===== config.mk =====
export PLATFORM = sky130hd
export DESIGN_NAME = keyed_entry_table_with_strikes_core
export DESIGN_NICKNAME = d
export VERILOG_FILES = /design/src/hdl/ket_pkg.sv /design/src/hdl/ket_front.sv /design/src/hdl/ket_back.sv /design/src/hdl/keyed_entry_table_with_strikes_core.sv
export SDC_FILE = /design/constraint.sdc
export NUM_CORES = 2
export LEC_CHECK = 0
export BUFFER_PORTS_ARGS = -buffer_cell sky130_fd_sc_hd__buf_2
export CORE_ASPECT_RATIO = 0.5
export CORE_UTILIZATION = 47
export DETAILED_ROUTE_END_ITERATION = 10
export PLACE_DENSITY_LB_ADDON = 0.12
export SYNTH_ARGS = -nofsm -noshare
export SYNTH_HDL_FRONTEND = slang
export SYNTH_HIERARCHICAL = 1
export SYNTH_SLANG_ARGS = --single-unit

===== constraint.sdc =====
create_clock -name clk -period 8.45 [get_ports clk]
set_input_delay 1.69 -clock clk [delete_from_list [all_inputs] [get_ports clk]]
set_output_delay 1.69 -clock clk [all_outputs]
set_load 0.01 [all_outputs]

===== src/hdl/ket_pkg.sv =====
package ket_pkg;

  localparam int TABLE_ENTRIES_DEF = 64;
  localparam int CountW = 7;

  typedef enum logic [1:0] {
    ACT_ADD    = 2'd0,
    ACT_DELETE = 2'd1,
    ACT_STRIKE = 2'd2,
    ACT_LOOKUP = 2'd3
  } action_t;

  typedef enum logic [2:0] {
    ST_DONE       = 3'd0,
    ST_DUP        = 3'd1,
    ST_EMPTY      = 3'd2,
    ST_MISSING    = 3'd3,
    ST_FULL       = 3'd4,
    ST_STRUCK_OUT = 3'd5
  } status_t;

  typedef struct packed {
    logic [1:0]   action;
    logic signed [31:0] entry_key;
    logic [7:0]   data_high;
    logic [7:0]   data_low;
    logic         solar_flag;
    logic         enable_flag;
  } cmd_t;

  typedef struct packed {
    logic [2:0]   status;
    logic [7:0]   found_high;
    logic [7:0]   found_low;
    logic signed [31:0] found_key;
    logic [CountW-1:0] entry_count;
  } rsp_t;

endpackage


===== src/hdl/ket_front.sv =====
// Two-entry command queue: accepts commands and presents the oldest one to the back end.
module ket_front (
  input  logic          clk,
  input  logic          rst,
  input  logic          push,
  output logic          full,
  input  ket_pkg::cmd_t cmd,
  output logic          cmd_valid,
  output ket_pkg::cmd_t cmd_head,
  input  logic          cmd_take
);
  import ket_pkg::*;

  cmd_t       q [2];
  logic [1:0] fill;
  logic       rd_ptr;
  logic       wr_ptr;

  assign full      = fill[1];
  assign cmd_valid = (fill != 2'd0);
  assign cmd_head  = q[rd_ptr];

  // Store incoming command
  always_ff @(posedge clk) begin
    if (push && !full) q[wr_ptr] <= cmd;
  end

  // Advance pointers and fill level
  always_ff @(posedge clk) begin
    if (rst) begin
      fill   <= 2'd0;
      rd_ptr <= 1'b0;
      wr_ptr <= 1'b0;
    end else begin
      if (push && !full) wr_ptr <= ~wr_ptr;
      if (cmd_take) rd_ptr <= ~rd_ptr;
      fill <= fill + 2'((push && !full) ? 1 : 0) - 2'(cmd_take ? 1 : 0);
    end
  end
endmodule


===== src/hdl/ket_back.sv =====
// Table engine: compare all slots, pick slot, update, then emit a result.
module ket_back #(
  parameter int TABLE_ENTRIES = ket_pkg::TABLE_ENTRIES_DEF
) (
  input  logic          clk,
  input  logic          rst,
  input  logic          cmd_valid,
  input  ket_pkg::cmd_t cmd_head,
  output logic          cmd_take,
  output logic          empty,
  input  logic          pop,
  output ket_pkg::rsp_t rsp
);
  import ket_pkg::*;

  localparam int IdxW = (TABLE_ENTRIES > 1) ? $clog2(TABLE_ENTRIES) : 1;
  localparam int TotW = $clog2(TABLE_ENTRIES + 1);

  typedef enum logic [3:0] {
    S_IDLE  = 4'b0001,
    S_MATCH = 4'b0010,
    S_EXEC  = 4'b0100,
    S_OUT   = 4'b1000
  } state_t;

  state_t state;
  cmd_t   cur;

  logic [TABLE_ENTRIES-1:0] slot_valid;
  logic [31:0] slot_key    [TABLE_ENTRIES];
  logic [7:0]  slot_high   [TABLE_ENTRIES];
  logic [7:0]  slot_low    [TABLE_ENTRIES];
  logic        slot_solar  [TABLE_ENTRIES];
  logic        slot_enable [TABLE_ENTRIES];
  logic [TABLE_ENTRIES-1:0] slot_struck;
  logic [TotW-1:0] valid_total;

  logic [TABLE_ENTRIES-1:0] hit_vec;
  logic [IdxW-1:0] hit_idx, free_idx;
  logic hit_any, free_any;
  logic [IdxW-1:0] hit_idx_next, free_idx_next;
  logic hit_any_next, free_any_next;

  logic [2:0]  rsp_status;
  logic [7:0]  rsp_high;
  logic [7:0]  rsp_low;
  logic [31:0] rsp_key;

  // Parallel key compare in every slot
  always_comb begin
    for (int i = 0; i < TABLE_ENTRIES; i++)
      hit_vec[i] = slot_valid[i] && (slot_key[i] == cur.entry_key);
  end

  // Encode hit slot and lowest free slot (keys distinct: at most one hit)
  always_comb begin
    hit_idx_next  = '0;
    free_idx_next = '0;
    hit_any_next  = |hit_vec;
    free_any_next = ~&slot_valid;
    for (int i = TABLE_ENTRIES - 1; i >= 0; i--) begin
      if (hit_vec[i])     hit_idx_next  = IdxW'(i);
      if (!slot_valid[i]) free_idx_next = IdxW'(i);
    end
  end

  assign cmd_take = (state == S_IDLE) && cmd_valid;
  assign empty    = (state != S_OUT);

  // Sequence one command through match, update and result
  always_ff @(posedge clk) begin
    if (rst) begin
      state       <= S_IDLE;
      slot_valid  <= '0;
      valid_total <= '0;
    end else begin
      unique case (state)
        S_IDLE: if (cmd_valid) state <= S_MATCH;
        S_MATCH: state <= S_EXEC;
        S_EXEC: begin
          state <= S_OUT;
          if (cur.action == ACT_ADD) begin
            if (!hit_any && free_any) begin
              slot_valid[free_idx] <= 1'b1;
              valid_total <= valid_total + TotW'(1);
            end
          end else if (valid_total != '0 && hit_any) begin
            if (cur.action == ACT_DELETE ||
                (cur.action == ACT_STRIKE && slot_struck[hit_idx])) begin
              slot_valid[hit_idx] <= 1'b0;
              valid_total <= valid_total - TotW'(1);
            end
          end
        end
        S_OUT: if (pop) state <= S_IDLE;
        default: state <= S_IDLE;
      endcase
    end
  end

  // Hold the command, match results and slot payload
  always_ff @(posedge clk) begin
    if (cmd_take) cur <= cmd_head;
    if (state == S_MATCH) begin
      hit_idx  <= hit_idx_next;
      hit_any  <= hit_any_next;
      free_idx <= free_idx_next;
      free_any <= free_any_next;
    end
    if (state == S_EXEC) begin
      rsp_status <= ST_DONE;
      rsp_high   <= '0;
      rsp_low    <= '0;
      rsp_key    <= '0;
      if (cur.action == ACT_ADD) begin
        if (hit_any) rsp_status <= ST_DUP;
        else if (!free_any) rsp_status <= ST_FULL;
        else begin
          slot_key[free_idx]    <= cur.entry_key;
          slot_high[free_idx]   <= cur.data_high;
          slot_low[free_idx]    <= cur.data_low;
          slot_solar[free_idx]  <= cur.solar_flag;
          slot_enable[free_idx] <= cur.enable_flag;
          slot_struck[free_idx] <= 1'b0;
        end
      end else if (valid_total == '0) begin
        rsp_status <= ST_EMPTY;
      end else if (!hit_any) begin
        rsp_status <= ST_MISSING;
      end else if (cur.action == ACT_STRIKE) begin
        if (slot_struck[hit_idx]) rsp_status <= ST_STRUCK_OUT;
        else slot_struck[hit_idx] <= 1'b1;
      end else if (cur.action == ACT_LOOKUP) begin
        rsp_high <= slot_high[hit_idx];
        rsp_low  <= slot_low[hit_idx];
        rsp_key  <= slot_key[hit_idx];
      end
    end
  end

  // Pack the result; the count follows the table total
  assign rsp = {rsp_status, rsp_high, rsp_low, rsp_key, CountW'(valid_total)};
endmodule


===== src/hdl/keyed_entry_table_with_strikes_core.sv =====
// From an accepted push to the result shown when idle, a command passes take, match and update.
// The back end handles one command at a time: its sequencer runs match and update in separate
// states and takes no new command until the result is popped.
// A two-deep front queue takes commands while the back end works.
// Reset (synchronous, rst high) empties the queue and clears every valid bit.
module keyed_entry_table_with_strikes_core #(
  parameter int TABLE_ENTRIES = ket_pkg::TABLE_ENTRIES_DEF
) (
  input  logic          clk,
  input  logic          rst,
  input  logic          push,
  output logic          full,
  input  ket_pkg::cmd_t cmd,
  output logic          empty,
  input  logic          pop,
  output ket_pkg::rsp_t rsp
);
  import ket_pkg::*;

  logic cmd_valid, cmd_take;
  cmd_t cmd_head;

  ket_front u_front (
    .clk, .rst, .push, .full, .cmd,
    .cmd_valid, .cmd_head, .cmd_take
  );

  ket_back #(.TABLE_ENTRIES(TABLE_ENTRIES)) u_back (
    .clk, .rst, .cmd_valid, .cmd_head, .cmd_take,
    .empty, .pop, .rsp
  );

`ifndef SYNTHESIS
  a_count_range: assert property (@(posedge clk) disable iff (rst)
    rsp.entry_count <= CountW'(TABLE_ENTRIES) || TABLE_ENTRIES > 127)
    else $error("entry count beyond table size");
  a_result_holds: assert property (@(posedge clk) disable iff (rst)
    (!empty && !pop) |=> (!empty && $stable(rsp)))
    else $error("result changed while waiting");
  a_no_take_busy: assert property (@(posedge clk) disable iff (rst)
    !empty |-> !cmd_take)
    else $error("command taken while result pending");
`endif
endmodule


==> results.cfg <==
[outcome]
outcome = finished with violations
violations = capacitance limit, slew limit

[power_and_ir_drop]
p_total_mw = 48.7
power.leakage_nw = 49.4
power_density_nw_per_um2 = 294
vdd_drop_max_mv = 0.340

[timing]
slew_headroom_pct = -0.952
timing.final.ws_setup_ns = 2.59
period_share_pct = 69.3
setup_viol = 0
final_hold_viol_count = 0
fin_crit_ns = 5.86
worst_pin_slew_ns = 1.50
slew_viol_final = 8
rsz0062_at_grt = false
finClkSkew_ns = 0.0690
fmax_ghz = 0.171
setup_tns_ns = 0

[clock_tree]
cts_buffer_depth = 4
cts_resized = 0
cts_buffers = 318
cts_max_level = 5
clockRootBuffer = clkbuf_16
ctsHoldBuffers = 0
clkTransAtPathRegs_ns = 0.06
clock_latency_ns = 0.95
postCtsSetupBuffers = 0
cts_tree = yes
cts.sinks = 3431

[die]
pin_count = 116
start_util_pct = 47.3
fp.dieW_um = 801
die_h_um = 401
num_rows = 146
die-area_sq_um = 322000
core_area_sq_um = 317000

[placement]
dp_slack_ns = 2.86
dp_hpwl_um = 399000
gp_congestion = 1.03
port_buffers = 113

[drt]
ant_nets = 0
viasPerCell = 6.93
drtIter0Drc = 19800
routedWlPerCell_um = 41.7
drcViolationCount = 0
totalWireLength_um = 607000
vias = 101000
drt_first_pass_iters = 6

[finish]
final_common_cell = edfxtp_1
post-route-util_pct = 52.2
drive_gt1_share_pct = 10.5
fin_nets = 10100
final_cell_mix = 3,351 x edfxtp_1, 1,682 x xnor2_1, 887 x a22oi_1
area_growth_syn_to_layout_pct = 10.4
fillers = 26400

[run]
maxCapViolCount = 1

[grt]
antenna_found_initial = 52
top_usage_layer = met1
grt_use_met3_pct = 11.9
grt_max_degree = 98
grt_pass1_wl_um = 807000
gr-total-overflow = 0
met1_usage_pct = 53.1
grt_pass1_vias = 91400
grt_use_met2_pct = 50.9
track_usage_pct = 36.4

[critical_path]
start_kind = flop
arrival_ns = 6.39
worst-setup-path-type = reg2reg
path_max_fanout = 32
crit-reg2reg-launch = u_back/cur[51]$_DFFE_PP_
endpoint_kind = flop
worstRegToRegCells = 9
reg2reg_slack_ns = 2.59
required_ns = 8.98
cp-startpoint = u_back/cur[51]$_DFFE_PP_
endpoint = u_back/slot_key[32][24]$_DFFE_PP_
r2r-end = u_back/slot_key[32][24]$_DFFE_PP_

[synth]
yosysWarnings = 6
synth_cells = 9985
synth_fp_nets = 10000
synth_area_sq_um = 150000
postSynthAreaPerCell_sq_um = 15.0

[worst_hold_path]
min_path_type = reg2reg
min-delay-start = u_front/q[1][33]$_DFFE_PP_
[flip-flops by register name, summed over array words and instances, names as in the netlist, 3 cells and up, named ones only]
| signal | flops |
|---|---|
| u_back/rsp_high | 8 |
| u_back/slot_high | 512 |
| u_back/free_idx | 6 |
| u_back/valid_total | 7 |
| u_back/slot_key | 2048 |
| u_back/state | 4 |
| u_back/slot_low | 512 |
| u_back/cur | 50 |
| u_back/slot_struck | 64 |
| u_back/hit_idx | 6 |
| u_back/slot_valid | 64 |
| u_back/rsp_low | 8 |
| u_back/rsp_status | 3 |
| u_back/rsp_key | 32 |
| u_front/q | 100 |
[how the worst min path moves through the flow]
stage / endpoint / slack [ns] / depth (start not counted)
after floorplan: u_back/state[3]$_SDFFE_PP0P_ / 0.46 / 1
after global placement: flop / 0.49 / 2
after detailed placement: flop / 0.51 / 2
after CTS: u_back/slot_valid[30]$_SDFFE_PP0P_ / 0.52 / 2
after global routing: u_back/cur[33]$_DFFE_PP_ / 0.54 / 1
final: u_back/cur[33]$_DFFE_PP_ / 0.51 / 1
[power breakdown]
part | total (mW) | switching, mW | internal (mW)
Sequential | 21.3 | 0.364 | 20.9
Combinational | 13.1 | 9.35 | 3.70
Clock | 14.4 | 6.67 | 7.70
Total | 48.7 | 16.4 | 32.3
[worst max-delay path: stages, from the launching register on]
cell and delay [ns]:
edfxtp_1 0.59, nor2_1 0.17, buf_4 0.26, clkinv_1 0.58, buf_4 0.46, or3_1 0.61
nor4_2 1.20, nand2_1 0.23, inv_2 0.64, buf_4 0.67
[area by class of cell]
cell class | instances | area, sq um | area share, %
antenna | 12 | 30.0 | 0.0181
tap | 4218 | 5280 | 3.19
clock inverter | 163 | 1380 | 0.831
sequential | 3431 | 102000 | 61.7
clock buffer | 397 | 8410 | 5.08
timing repair buffer | 455 | 3760 | 2.27
multi-input combinational | 5783 | 44100 | 26.6
inverter | 93 | 374 | 0.226
[layer usage]
metal | wire, um | part of all wire [%]
met3 | 91300 | 15
met1 | 240000 | 39
met5 | 138 | 0.023
met4 | 26000 | 4.3
met2 | 250000 | 41
[stage by stage]
stage / instance area (sq um) / hold WS (ns) / std cells
finish: 166000 / 0.514 / 14600
global route: 166000 / 0.543 / 14500
CTS: 166000 / 0.523 / 14500
detailed placement: 156000 / 0.508 / 14000
global placement: 156000 / 0.489 / 14000
floorplan: 150000 / 0.463 / 9985
Note: power is estimated with default switching activity, not from simulation.
